===== config.mk =====
export PLATFORM = sky130hd
export DESIGN_NAME = selectable_tap_vector_delay_line_unit
export DESIGN_NICKNAME = d
export VERILOG_FILES = /design/src/hdl/stvd_pkg.sv /design/src/hdl/stvd_ram.sv /design/src/hdl/stvd_seq.sv /design/src/hdl/selectable_tap_vector_delay_line_unit.sv
export SDC_FILE = /design/constraint.sdc
export NUM_CORES = 2
export LEC_CHECK = 0
export ABC_AREA = 1
export BUFFER_PORTS_ARGS = -buffer_cell sky130_fd_sc_hd__clkbuf_2
export CORE_UTILIZATION = 39
export DETAILED_ROUTE_END_ITERATION = 10
export SYNTH_ARGS = -nofsm -noshare
export SYNTH_HDL_FRONTEND = slang
export SYNTH_SLANG_ARGS = --single-unit

===== constraint.sdc =====
create_clock -name clk -period 13.4 [get_ports clk]
set_input_delay 2.01 -clock clk [delete_from_list [all_inputs] [get_ports clk]]
set_output_delay 2.01 -clock clk [all_outputs]
set_load 0.05 [all_outputs]

===== src/hdl/stvd_pkg.sv =====
`timescale 1ns / 1ps
// ----------------------------------------------------------------------------
// stvd_pkg
// Shared sizes, register indexes, configuration struct and address helpers
// for the tapped vector delay line.
// ----------------------------------------------------------------------------
package stvd_pkg;

  localparam int DEPTH         = 32;
  localparam int MAX_TAPS      = 8;
  localparam int MAX_VECTOR    = 8;
  localparam int SAMPLE_BITS   = 16;

  localparam int TABLE_ENTRIES = 8;
  localparam int DLY_W         = 5;
  localparam int SEEN_W        = 6;
  localparam int SEEN_MAX      = 63;

  localparam int ENTRIES = DEPTH * MAX_VECTOR;
  localparam int ADDR_W  = (ENTRIES > 1) ? $clog2(ENTRIES) : 1;
  localparam int SLOT_W  = (DEPTH > 1) ? $clog2(DEPTH) : 1;
  localparam int POS_W   = (MAX_VECTOR > 1) ? $clog2(MAX_VECTOR) : 1;
  localparam int LEN_W   = $clog2(MAX_VECTOR + 1);
  localparam int TAP_LIM = (MAX_TAPS < TABLE_ENTRIES) ? MAX_TAPS : TABLE_ENTRIES;
  localparam int TAPC_W  = (TAP_LIM > 1) ? $clog2(TAP_LIM) : 1;
  localparam int TAPN_W  = $clog2(TAP_LIM + 1);

  localparam int CFG_IDX_W  = 2;
  localparam int CFG_DATA_W = 40;

  localparam logic [CFG_IDX_W-1:0] REG_VECTOR_LENGTH = 2'd0;
  localparam logic [CFG_IDX_W-1:0] REG_TAP_COUNT     = 2'd1;
  localparam logic [CFG_IDX_W-1:0] REG_TAP_TABLE     = 2'd2;
  localparam logic [CFG_IDX_W-1:0] REG_EMIT_EARLY    = 2'd3;

  localparam logic [SLOT_W-1:0] SLOT_LAST = SLOT_W'(DEPTH - 1);
  localparam logic [ADDR_W-1:0] ADDR_LAST = ADDR_W'(ENTRIES - 1);
  localparam logic [SEEN_W-1:0] SEEN_TOP  = SEEN_W'(SEEN_MAX);

  typedef struct packed {
    logic [LEN_W-1:0]                      eff_len;
    logic [TAPN_W-1:0]                     eff_taps;
    logic [TABLE_ENTRIES*DLY_W-1:0]        tap_table;
    logic                                  emit_early;
    logic [SLOT_W-1:0]                     max_delay;
  } stvd_cfg_t;

  function automatic logic [SLOT_W-1:0] tap_delay(
    input logic [TABLE_ENTRIES*DLY_W-1:0] tbl,
    input logic [TAPC_W-1:0]              k
  );
    logic [DLY_W-1:0] raw;
    raw = tbl[32'(k) * DLY_W +: DLY_W];
    if (32'(raw) >= DEPTH) begin
      return SLOT_LAST;
    end
    return SLOT_W'(raw);
  endfunction

  function automatic logic [ADDR_W-1:0] row_addr(
    input logic [SLOT_W-1:0] slot,
    input logic [POS_W-1:0]  pos
  );
    return ADDR_W'(32'(slot) * MAX_VECTOR + 32'(pos));
  endfunction

endpackage


===== src/hdl/stvd_ram.sv =====
`timescale 1ns / 1ps
// ----------------------------------------------------------------------------
// stvd_ram
// Generic simple dual-port RAM: one write port, one read port with
// registered read data that holds while no read is issued.
// ----------------------------------------------------------------------------
module stvd_ram #(
  parameter int WIDTH = 16,
  parameter int DEPTH = 256,
  parameter int AW    = (DEPTH > 1) ? $clog2(DEPTH) : 1
) (
  input  logic             clk,
  input  logic             we,
  input  logic [AW-1:0]    waddr,
  input  logic [WIDTH-1:0] wdata,
  input  logic             re,
  input  logic [AW-1:0]    raddr,
  output logic [WIDTH-1:0] rdata
);

  logic [WIDTH-1:0] mem [DEPTH];
  logic [WIDTH-1:0] rdata_r;

  always_ff @(posedge clk) begin
    if (we) begin
      mem[waddr] <= wdata;
    end
    if (re) begin
      rdata_r <= mem[raddr];
    end
  end

  assign rdata = rdata_r;

endmodule


===== src/hdl/stvd_seq.sv =====
`timescale 1ns / 1ps
// ----------------------------------------------------------------------------
// stvd_seq
// Write and read sequencer around the history RAM: clear pass, element
// writes, per-vector tap/element read walk and the output word register.
// ----------------------------------------------------------------------------
module stvd_seq (
  input  logic                        clk,
  input  logic                        rst_n,
  input  stvd_pkg::stvd_cfg_t         cfg,
  input  logic                        in_valid,
  output logic                        in_ready,
  input  logic signed [15:0]          in_sample,
  output logic                        ram_we,
  output logic [stvd_pkg::ADDR_W-1:0] ram_waddr,
  output logic [stvd_pkg::SAMPLE_BITS-1:0] ram_wdata,
  output logic                        ram_re,
  output logic [stvd_pkg::ADDR_W-1:0] ram_raddr,
  input  logic [stvd_pkg::SAMPLE_BITS-1:0] ram_rdata,
  output logic                        out_valid,
  input  logic                        out_ready,
  output logic signed [15:0]          out_value,
  output logic [2:0]                  out_tap_index,
  output logic [2:0]                  out_element_index,
  output logic                        out_ready_res,
  output logic                        out_last
);
  import stvd_pkg::*;

  localparam logic [1:0] ST_CLEAR = 2'd0;
  localparam logic [1:0] ST_IDLE  = 2'd1;
  localparam logic [1:0] ST_EMIT  = 2'd2;

  logic [1:0]        state_r, state_nxt;
  logic [ADDR_W-1:0] clr_cnt_r, clr_cnt_nxt;
  logic [POS_W-1:0]  pos_r, pos_nxt;
  logic [SLOT_W-1:0] newest_r, newest_nxt;
  logic [SEEN_W-1:0] seen_r, seen_nxt;
  logic              mark_r, mark_nxt;
  logic [TAPC_W-1:0] k_r, k_nxt;
  logic [POS_W-1:0]  i_r, i_nxt;

  logic              p1_valid_r, p1_valid_nxt;
  logic              p1_marker_r, p1_marker_nxt;
  logic [2:0]        p1_tap_r, p1_tap_nxt;
  logic [2:0]        p1_elem_r, p1_elem_nxt;
  logic              p1_last_r, p1_last_nxt;

  logic              out_valid_r, out_valid_nxt;
  logic [15:0]       out_value_r, out_value_nxt;
  logic [2:0]        out_tap_r, out_tap_nxt;
  logic [2:0]        out_elem_r, out_elem_nxt;
  logic              out_res_r, out_res_nxt;
  logic              out_last_r, out_last_nxt;

  logic              accept;
  logic              vec_end;
  logic [SLOT_W-1:0] slot_next;
  logic [SEEN_W-1:0] seen_inc;
  logic              out_free;
  logic              p1_move;
  logic              issue;
  logic              elem_last;
  logic              tap_last;
  logic              word_last;
  logic [SLOT_W-1:0] dly;
  logic [SLOT_W-1:0] src_slot;

  assign in_ready  = (state_r == ST_IDLE);
  assign accept    = in_valid && in_ready;
  assign vec_end   = (LEN_W'(pos_r) + LEN_W'(1)) >= cfg.eff_len;
  assign slot_next = (newest_r == SLOT_LAST) ? '0 : newest_r + SLOT_W'(1);
  assign seen_inc  = (seen_r == SEEN_TOP) ? seen_r : seen_r + SEEN_W'(1);

  assign out_free  = !out_valid_r || out_ready;
  assign p1_move   = p1_valid_r && out_free;
  assign issue     = (state_r == ST_EMIT) && (!p1_valid_r || out_free);
  assign elem_last = (LEN_W'(i_r) + LEN_W'(1)) == cfg.eff_len;
  assign tap_last  = (TAPN_W'(k_r) + TAPN_W'(1)) == cfg.eff_taps;
  assign word_last = mark_r || (elem_last && tap_last);

  assign dly       = tap_delay(cfg.tap_table, k_r);
  assign src_slot  = (newest_r >= dly) ? newest_r - dly
                                       : newest_r + SLOT_W'(DEPTH) - dly;

  always_comb begin
    ram_we    = 1'b0;
    ram_waddr = row_addr(slot_next, pos_r);
    ram_wdata = SAMPLE_BITS'(in_sample);
    if (state_r == ST_CLEAR) begin
      ram_we    = 1'b1;
      ram_waddr = clr_cnt_r;
      ram_wdata = '0;
    end else if (accept) begin
      ram_we = 1'b1;
    end
  end

  assign ram_re    = issue && !mark_r;
  assign ram_raddr = row_addr(src_slot, i_r);

  always_comb begin
    state_nxt   = state_r;
    clr_cnt_nxt = clr_cnt_r;
    pos_nxt     = pos_r;
    newest_nxt  = newest_r;
    seen_nxt    = seen_r;
    mark_nxt    = mark_r;
    k_nxt       = k_r;
    i_nxt       = i_r;
    unique case (state_r)
      ST_CLEAR: begin
        clr_cnt_nxt = clr_cnt_r + ADDR_W'(1);
        if (clr_cnt_r == ADDR_LAST) begin
          state_nxt = ST_IDLE;
        end
      end
      ST_IDLE: begin
        if (accept) begin
          if (vec_end) begin
            pos_nxt    = '0;
            newest_nxt = slot_next;
            seen_nxt   = seen_inc;
            mark_nxt   = !(cfg.emit_early || (32'(seen_inc) > 32'(cfg.max_delay)));
            k_nxt      = '0;
            i_nxt      = '0;
            state_nxt  = ST_EMIT;
          end else begin
            pos_nxt = pos_r + POS_W'(1);
          end
        end
      end
      ST_EMIT: begin
        if (issue) begin
          if (word_last) begin
            state_nxt = ST_IDLE;
          end else if (elem_last) begin
            i_nxt = '0;
            k_nxt = k_r + TAPC_W'(1);
          end else begin
            i_nxt = i_r + POS_W'(1);
          end
        end
      end
      default: begin
        state_nxt = ST_IDLE;
      end
    endcase
  end

  always_comb begin
    p1_valid_nxt  = p1_valid_r;
    p1_marker_nxt = p1_marker_r;
    p1_tap_nxt    = p1_tap_r;
    p1_elem_nxt   = p1_elem_r;
    p1_last_nxt   = p1_last_r;
    if (p1_move) begin
      p1_valid_nxt = 1'b0;
    end
    if (issue) begin
      p1_valid_nxt  = 1'b1;
      p1_marker_nxt = mark_r;
      p1_tap_nxt    = mark_r ? 3'd0 : 3'(k_r);
      p1_elem_nxt   = mark_r ? 3'd0 : 3'(i_r);
      p1_last_nxt   = word_last;
    end
  end

  always_comb begin
    out_valid_nxt = out_valid_r;
    out_value_nxt = out_value_r;
    out_tap_nxt   = out_tap_r;
    out_elem_nxt  = out_elem_r;
    out_res_nxt   = out_res_r;
    out_last_nxt  = out_last_r;
    if (out_valid_r && out_ready) begin
      out_valid_nxt = 1'b0;
    end
    if (p1_move) begin
      out_valid_nxt = 1'b1;
      out_value_nxt = p1_marker_r ? 16'd0 : 16'(ram_rdata);
      out_tap_nxt   = p1_tap_r;
      out_elem_nxt  = p1_elem_r;
      out_res_nxt   = !p1_marker_r;
      out_last_nxt  = p1_last_r;
    end
  end

  always_ff @(posedge clk) begin
    if (!rst_n) begin
      state_r     <= ST_CLEAR;
      clr_cnt_r   <= '0;
      pos_r       <= '0;
      newest_r    <= '0;
      seen_r      <= '0;
      mark_r      <= 1'b0;
      k_r         <= '0;
      i_r         <= '0;
      p1_valid_r  <= 1'b0;
      out_valid_r <= 1'b0;
    end else begin
      state_r     <= state_nxt;
      clr_cnt_r   <= clr_cnt_nxt;
      pos_r       <= pos_nxt;
      newest_r    <= newest_nxt;
      seen_r      <= seen_nxt;
      mark_r      <= mark_nxt;
      k_r         <= k_nxt;
      i_r         <= i_nxt;
      p1_valid_r  <= p1_valid_nxt;
      out_valid_r <= out_valid_nxt;
    end
  end

  always_ff @(posedge clk) begin
    p1_marker_r <= p1_marker_nxt;
    p1_tap_r    <= p1_tap_nxt;
    p1_elem_r   <= p1_elem_nxt;
    p1_last_r   <= p1_last_nxt;
    out_value_r <= out_value_nxt;
    out_tap_r   <= out_tap_nxt;
    out_elem_r  <= out_elem_nxt;
    out_res_r   <= out_res_nxt;
    out_last_r  <= out_last_nxt;
  end

  assign out_valid         = out_valid_r;
  assign out_value         = signed'(out_value_r);
  assign out_tap_index     = out_tap_r;
  assign out_element_index = out_elem_r;
  assign out_ready_res     = out_res_r;
  assign out_last          = out_last_r;

endmodule


===== src/hdl/selectable_tap_vector_delay_line_unit.sv =====
`timescale 1ns / 1ps
// ----------------------------------------------------------------------------
// selectable_tap_vector_delay_line_unit
// Tapped vector delay line with a programmable tap map over a ring of the
// last DEPTH sample vectors held in one RAM.
// ----------------------------------------------------------------------------
// Each input word carries one sample element. The word that completes a
// vector starts an output walk: tap_count x vector_length result words (or a
// single not-ready marker word) leave at one word per cycle while out_ready
// is high, paced by the single read port of the history RAM, and no input
// word is taken until the walk has issued its last word; the first result
// is registered through the read stage and the output word register. After
// reset the block clears all 256 history RAM entries (DEPTH x MAX_VECTOR),
// holding in_ready low; configuration writes are taken during the clear pass.
// ----------------------------------------------------------------------------
module selectable_tap_vector_delay_line_unit (
  input  logic                            clk,
  input  logic                            rst_n,
  input  logic                            cfg_we,
  input  logic [stvd_pkg::CFG_IDX_W-1:0]  cfg_index,
  input  logic [stvd_pkg::CFG_DATA_W-1:0] cfg_wdata,
  input  logic                            in_valid,
  output logic                            in_ready,
  input  logic signed [15:0]              in_sample,
  output logic                            out_valid,
  input  logic                            out_ready,
  output logic signed [15:0]              out_value,
  output logic [2:0]                      out_tap_index,
  output logic [2:0]                      out_element_index,
  output logic                            out_ready_res,
  output logic                            out_last
);
  import stvd_pkg::*;

  logic [3:0]                     vector_length_r;
  logic [3:0]                     tap_count_r;
  logic [TABLE_ENTRIES*DLY_W-1:0] tap_table_r;
  logic                           emit_early_r;

  stvd_cfg_t cfg;

  logic                   ram_we;
  logic [ADDR_W-1:0]      ram_waddr;
  logic [SAMPLE_BITS-1:0] ram_wdata;
  logic                   ram_re;
  logic [ADDR_W-1:0]      ram_raddr;
  logic [SAMPLE_BITS-1:0] ram_rdata;

  always_ff @(posedge clk) begin
    if (!rst_n) begin
      vector_length_r <= 4'd1;
      tap_count_r     <= 4'd1;
      tap_table_r     <= '0;
      emit_early_r    <= 1'b0;
    end else if (cfg_we) begin
      unique case (cfg_index)
        REG_VECTOR_LENGTH: vector_length_r <= cfg_wdata[3:0];
        REG_TAP_COUNT:     tap_count_r     <= cfg_wdata[3:0];
        REG_TAP_TABLE:     tap_table_r     <= cfg_wdata[TABLE_ENTRIES*DLY_W-1:0];
        REG_EMIT_EARLY:    emit_early_r    <= cfg_wdata[0];
        default: begin
        end
      endcase
    end
  end

  always_comb begin
    logic [SLOT_W-1:0] d;
    cfg.tap_table  = tap_table_r;
    cfg.emit_early = emit_early_r;

    if (vector_length_r == 4'd0) begin
      cfg.eff_len = LEN_W'(1);
    end else if (32'(vector_length_r) > MAX_VECTOR) begin
      cfg.eff_len = LEN_W'(MAX_VECTOR);
    end else begin
      cfg.eff_len = LEN_W'(vector_length_r);
    end

    if (tap_count_r == 4'd0) begin
      cfg.eff_taps = TAPN_W'(1);
    end else if (32'(tap_count_r) > TAP_LIM) begin
      cfg.eff_taps = TAPN_W'(TAP_LIM);
    end else begin
      cfg.eff_taps = TAPN_W'(tap_count_r);
    end

    cfg.max_delay = '0;
    for (int k = 0; k < TAP_LIM; k++) begin
      d = tap_delay(tap_table_r, TAPC_W'(k));
      if ((k < 32'(cfg.eff_taps)) && (d > cfg.max_delay)) begin
        cfg.max_delay = d;
      end
    end
  end

  stvd_ram #(
    .WIDTH (SAMPLE_BITS),
    .DEPTH (ENTRIES)
  ) u_ram (
    .clk   (clk),
    .we    (ram_we),
    .waddr (ram_waddr),
    .wdata (ram_wdata),
    .re    (ram_re),
    .raddr (ram_raddr),
    .rdata (ram_rdata)
  );

  stvd_seq u_seq (
    .clk               (clk),
    .rst_n             (rst_n),
    .cfg               (cfg),
    .in_valid          (in_valid),
    .in_ready          (in_ready),
    .in_sample         (in_sample),
    .ram_we            (ram_we),
    .ram_waddr         (ram_waddr),
    .ram_wdata         (ram_wdata),
    .ram_re            (ram_re),
    .ram_raddr         (ram_raddr),
    .ram_rdata         (ram_rdata),
    .out_valid         (out_valid),
    .out_ready         (out_ready),
    .out_value         (out_value),
    .out_tap_index     (out_tap_index),
    .out_element_index (out_element_index),
    .out_ready_res     (out_ready_res),
    .out_last          (out_last)
  );

endmodule

# Yosys cells after proc, flatten, opt, wreduce, memory -nomap -nowiden
# Memory sizes are Yosys's and may differ from the RTL's. A register that Yosys moved wholly into a read port is not among the register bits.
# Cells that the tools add are included.
totals:
  inputBits: 63
  ramBits: 4096
  register_bits: 114
  out_inout_bits: 26
  elab_cells: 155
  mem_count: 1
op_classes:
  n_shift: 1
  mux: 41
  order_cmp: 20
  n_mul: 1
  n_eq_ne: 17
  addsub: 12
  reduce_logical: 39
memory_table:
  columns: ["name", "depth", "width", "rd", "rd_clocked_by_memory_dff", "wr", "line", "text"]
  rows:
  - ["u_ram.mem", 256, 16, 1, 1, 1, "stvd_ram.sv:21", "logic [WIDTH-1:0] mem [DEPTH];"]
op_table:
  columns: ["cell", "n"]
  rows:
  - ["$mux 5", 9]
  - ["$shiftx 40x7->5", 1]
  - ["$gt 5x5->1", 7]
  - ["$mux 3", 9]
  - ["$add 8x3->8", 2]
  - ["$lt 3x4->1 const A", 4]
  - ["$mux 16", 1]
  - ["$mux 4", 4]
  - ["$logic_and 1x1->1", 14]
  - ["$add 3x1->4 const B", 3]
  - ["$pmux 3 s2", 2]
  - ["$mux 2", 5]
  - ["$reduce_and 2->1", 5]
  - ["$reduce_and 5->1", 2]
  - ["$add 3x1->3 const B", 3]
  - ["$add 8x1->8 const B", 1]
  - ["$eq 4x4->1", 2]
  - ["$eq 8x8->1 const B", 1]
  - ["$gt 4x4->1 const B", 2]
  - ["$logic_not 4->1", 2]
  - ["$lt 1x4->1 const A", 2]
  - ["$lt 2x4->1 const A", 2]
  - ["$mux 1", 8]
  - ["$mux 8", 1]
  - ["other kinds (21)", 39]

# Logic depth before layout (Yosys ltp)
depth:
  depth_word: 30
  mapped_depth: 71
  depth_no_buf: 71

# Modules after synthesis
# Synthesis repeated with hierarchy kept, for this count alone.
unflattened:
  hier_cells: 14672
  hier_area_um2: 173144.8
modules_own_cells:
  columns: ["mod", "cells_each", "seq_area_each_um2", "instances", "area_each_um2"]
  rows:
  - ["stvd_ram", 13617, 123478.4, 1, 165866.6]
  - ["stvd_seq", 530, 1621.6, 1, 3887.5]
  - ["selectable_tap_vector_delay_line_unit", 525, 980.9, 1, 3390.8]

# Worst setup path before layout
# OpenSTA, ideal clock, no wires.
synth_timing:
  path_type: "in2reg"
  from: "input in_sample[0]"
  to: "memory u_ram.mem[0][0] (data pin)"
  cell_stages: 2
  n_path_buf: 0
  setup_time_ns: 1.406
  t_arrival_ns: 7.987
  t_required_ns: 11.994
  slack_ns: 4.007
  path_cell_list: "inv_1 nor2_1"
synth_between:
  elab_chain_cells: 1
synth_lines:
  columns: ["item", "line", "text"]
  rows:
  - ["from (decl)", "selectable_tap_vector_delay_line_unit.sv:24", "input logic signed [15:0] in_sample,"]
  - ["$mux 16", "stvd_seq.sv:90", "if (state_r == ST_CLEAR) begin"]
  - ["via ram_wdata[0]", "selectable_tap_vector_delay_line_unit.sv:44", "logic [SAMPLE_BITS-1:0] ram_wdata;"]
  - ["to (decl)", "stvd_ram.sv:21", null]
# The timed path passes the listed nets, and every way through them passes these cells.

# Worst setup path in the final report
layout_timing:
  from: "register tap_table_r[2]"
  to: "register u_seq.mark_r"
layout_between:
  elab_chain_cells: 27
layout_lines:
  columns: ["item", "line", "text"]
  rows:
  - ["from (decl)", "selectable_tap_vector_delay_line_unit.sv:37", "logic [TABLE_ENTRIES*DLY_W-1:0] tap_table_r;"]
  - ["from (signal assigned)", "selectable_tap_vector_delay_line_unit.sv:59", "REG_TAP_TABLE: tap_table_r <= cfg_wdata[TABLE_ENTRIES*DLY_W-1:0];"]
  - ["$gt 5x1->1", "selectable_tap_vector_delay_line_unit.sv:91", "if ((k < 32'(cfg.eff_taps)) && (d > cfg.max_delay)) begin"]
  - ["$logic_and 1x1->1", "selectable_tap_vector_delay_line_unit.sv:91", null]
  - ["$mux 5 (*)", "selectable_tap_vector_delay_line_unit.sv:91", null]
  - ["$gt 5x5->1", "selectable_tap_vector_delay_line_unit.sv:91", null]
  - ["$logic_and 1x1->1", "selectable_tap_vector_delay_line_unit.sv:91", null]
  - ["$mux 5 (*)", "selectable_tap_vector_delay_line_unit.sv:91", null]
  - ["$gt 5x5->1", "selectable_tap_vector_delay_line_unit.sv:91", null]
  - ["$logic_and 1x1->1", "selectable_tap_vector_delay_line_unit.sv:91", null]
  - ["[11 not listed]", null, null]
  - ["$logic_and 1x1->1", "selectable_tap_vector_delay_line_unit.sv:91", null]
  - ["$mux 5 (*)", "selectable_tap_vector_delay_line_unit.sv:91", null]
  - ["$gt 5x5->1", "selectable_tap_vector_delay_line_unit.sv:91", null]
  - ["$logic_and 1x1->1", "selectable_tap_vector_delay_line_unit.sv:91", null]
  - ["$mux 5 (*)", "selectable_tap_vector_delay_line_unit.sv:91", null]
  - ["$gt 6x5->1 (*)", "stvd_seq.sv:124", "mark_nxt = !(cfg.emit_early || (32'(seen_inc) > 32'(cfg.max_delay)));"]
  - ["$logic_or 1x1->1 (*)", "stvd_seq.sv:124", null]
  - ["$logic_not 1->1 (*)", "stvd_seq.sv:124", null]
  - ["to (signal assigned)", "stvd_seq.sv:207", "mark_r <= mark_nxt;"]
  - ["to (decl)", "stvd_seq.sv:39", "logic mark_r, mark_nxt;"]
# Mark *: on every way between the ends. The rest lies on a longest branch, timed or not.
# A chain may end at the register's enable or synchronous reset.

==> impl_metrics.ini <==
[synthesis]
synth-simple-area-share = 0.0817
synth_warnings = 0
synth-async-reset-ratio = 0
yosysUniqueCellTypes = 39
synth_compound_area_frac = 0.138
syn_nets = 13282
syn_avg_cell_area_um2 = 12.7
synth_xor_area_frac = 0.000470
synth_edf_count = 4144
synth_flop_cell = edfxtp_1
synth_area_um2 = 168000
yosysSeqAreaShare = 0.752
synthMuxAreaShare = 0
synthAdderAreaFrac = 0.00333
synth_top_family_by_area = compound AO/OA/AOI/OAI gates
ys_ff_latch = 4226
synthCells = 13175

[cells_and_area]
final_area_um2 = 189000
n_fill_cell = 38546
nets = 13281
final_common_cell = edfxtp_1
regArea_um2 = 126000
final_cell_mix = edfxtp_1 (4144), nor2_1 (3198), o21ai_0 (2722)
final_cells = 19222
drive_above_1_share = 0.0906
multi_input_area_um2 = 37700
synthToLayoutAreaGrowth_pct = 12.7

[power]
powerDensity_nw_per_um2 = 232
leakagePower_nw = 62.0
p_sw_w = 0.0183
pwr-share-comb = 0.385
pwr-share-clk = 0.260
intPower_w = 0.0257
switching_share = 0.416
irDropWorstVdd_mv = 0.296
pwr-share-seq = 0.355

[placement]
placed_cell_area_um2 = 176000
dp_cells = 18445
routabilityCongestion = 0.857
dp_hpwl_um = 281000
numPortBuffers = 88

[flow_run]
drv_cap = 1

[critical_path]
r2r_end = u_seq.mark_r$_SDFFE_PN0P_
cp.arrival_ns = 10.23
r2r_cells = 58
worstPathRequired_ns = 14.29
rr_startpoint = tap_table_r[2]$_SDFFE_PN0P_
slowest_stage = o21ai_0
startpoint_type = flop
critPathKind = reg -> reg
worstPathMaxFanout = 9
reg2reg_slack_ns = 4.05
cpPeakStageDelay_ns = 0.36
path_common_cell = nand2_1
end_kind = flop

[clock_tree]
cts_tree = built
clkSinkCount = 4226
root_buffer = clkbuf_16
cts_buffers = 414
cts_buffer_depth = 4
cts.htree.levels = 5
cts_setup_buffers = 0
post_cts_resized = 0
cts-hold-fix-buffers = 0
clock_latency_ns = 1.00
clkTransAtPathRegs_ns = 0.06

[min_path]
hp-class = reg -> reg
min_path_cells = 0
hold_start = u_seq.p1_elem_r[2]$_SDFFCE_PP0P_
holdPathEnd = u_seq.out_element_index[2]$_DFFE_PP_

[sta]
fmax_mhz = 107
maxSlewHeadroom = -0.0234
finalCritPeriodShare = 0.698
slew_violations = 2
finalSetupViolCount = 0
rsz0062_at_grt = false
fin_tns_setup_ns = 0
layout_min_cycle_time_ns = 9.35
final-hold-violation-count = 0
skew_ns = 0.0582
tightest_slew_ns = 1.53
whs_ns = 0.424

[floorplanning]
die_height_um = 658
core_um2 = 428000
dieArea_um2 = 433000
core.rowCount = 240
ioPinCount = 89
dieWidth_um = 658
start_util = 0.392

[detailed_routing]
drc = 0
ant_nets = 0
via_count = 111300
drt_iter0_drc = 14844
first_pass_iters = 6
routed_via_density = 5.79
wirelength_um = 504000
wl_per_cell_um = 26.2

[global_routing]
grt_pass1_vias = 101629
grtUsageTotal = 0.224
antenna_found_initial = 35
grt_max_degree = 181
grt_overflow = 0
grt_pass1_wl_um = 725000

[run_status]
violations = max-capacitance violations, max-slew violations
status = finished with violations
## Yosys cell counts (4+ instances only)
cell type,number,share of area
nor2_1,3214,0.072
or2_2,4,0.00015
inv_2,9,0.00020
o32ai_1,99,0.0052
a21oi_1,91,0.0027
edfxtp_1,4144,0.74
ha_1,43,0.0032
nor3_1,14,0.00042
nand2_4,11,0.00074
clkbuf_1,929,0.021
xor2_1,6,0.00031
dfxtp_1,82,0.0098
nor2_2,8,0.00030
nand3_2,4,0.00024
a211oi_1,13,0.00058
nand2_2,8,0.00030
clkinv_1,5,0.00011
nand2_1,193,0.0043
and2_1,5,0.00019
nand3_1,81,0.0024
nand4_1,8,0.00030
o21ai_0,2722,0.081
inv_1,156,0.0035
nor2_4,4,0.00027
buf_1,36,0.00081
o22ai_1,1262,0.047
o21bai_1,5,0.00022
## state kept, by name, summed over array words and instances (netlist names), 2 cells and up
signal	count
u_seq.out_element_index	3
vector_length_r	4
u_seq.seen_r	6
u_seq.clr_cnt_r	8
tap_table_r	40
u_seq.newest_r	5
u_ram.mem	4096
u_seq.k_r	3
u_seq.p1_tap_r	3
u_seq.state_r	2
tap_count_r	4
u_seq.pos_r	3
u_seq.out_value	16
u_ram.rdata	16
u_seq.out_tap_index	3
u_seq.i_r	3
u_seq.p1_elem_r	3
## critical path: cells and delay by family, from the launching register on
kind | cells | cell delay [ns]
compound gates | 13 | 2.37
fa+ha+maj | 8 | 2.45
buf+inv | 4 | 0.30
flops | 1 | 0.35
simple gates | 33 | 3.76
## cell families after synthesis
group / count (synthesis)
AO/OA/AOI/OAI: 4203
XOR/XNOR: 9
AND/OR/NAND/NOR: 3558
buffers and inverters: 1135
adder cells (fa/ha/maj): 44
flip-flops: 4226
## layer usage
metal | GRT usage | share of wire
met5 | 0 | 0.00013
met4 | 0.0793 | 0.038
met3 | 0.0352 | 0.093
met2 | 0.345 | 0.45
met1 | 0.322 | 0.41
## power groups by stage
stage / Combinational [W] / Sequential [W] / Clock (W)
after floorplan: 0.00850 / 0.0161 / 0
after global placement: 0.0165 / 0.0159 / 0
after detailed placement: 0.0165 / 0.0159 / 0
after CTS: 0.0166 / 0.0156 / 0.0115
after global routing: 0.0176 / 0.0156 / 0.0120
final: 0.0169 / 0.0156 / 0.0114
## worst max path at each step
| stage | start | end | slack, ns | cells after the start |
|---|---|---|---|---|
| final | tap_table_r[2]$_SDFFE_PN0P_ | u_seq.mark_r$_SDFFE_PN0P_ | 4.05 | 58 |
| after global placement | tap_table_r[3]$_SDFFE_PN0P_ | u_seq.mark_r$_SDFFE_PN0P_ | 3.69 | 60 |
| after global routing | tap_table_r[2]$_SDFFE_PN0P_ | u_seq.mark_r$_SDFFE_PN0P_ | 3.01 | 60 |
| after CTS | tap_table_r[2]$_SDFFE_PN0P_ | u_seq.mark_r$_SDFFE_PN0P_ | 3.99 | 58 |
| after floorplan | in_sample[0] | u_ram.mem[0][0]$_DFFE_PP_ | 4.01 | 2 |
| after detailed placement | tap_table_r[3]$_SDFFE_PN0P_ | u_seq.mark_r$_SDFFE_PN0P_ | 4.05 | 58 |
## metrics by stage
step / worst slack, ns / utilization / power (W)
2_1_floorplan: 4.01 / - / 0.0246
3_3_place_gp: 3.69 / 0.411 / 0.0324
3_5_place_dp: 4.05 / 0.411 / 0.0324
4_1_cts: 3.99 / 0.442 / 0.0437
5_1_grt: 3.01 / 0.442 / 0.0453
6_report: 4.05 / 0.442 / 0.0439
## final cells by class
| type | instances | area share |
|---|---|---|
| diodes | 19 | 0.000252 |
| clock buffers | 528 | 0.0584 |
| clock inverters | 230 | 0.0110 |
| inverters | 170 | 0.00355 |
| multi-input cells | 7814 | 0.199 |
| flip-flops and latches | 4226 | 0.667 |
| well taps | 5687 | 0.0376 |
| repair buffers | 548 | 0.0227 |
No activity file was read; power rests on OpenSTA's default activity.
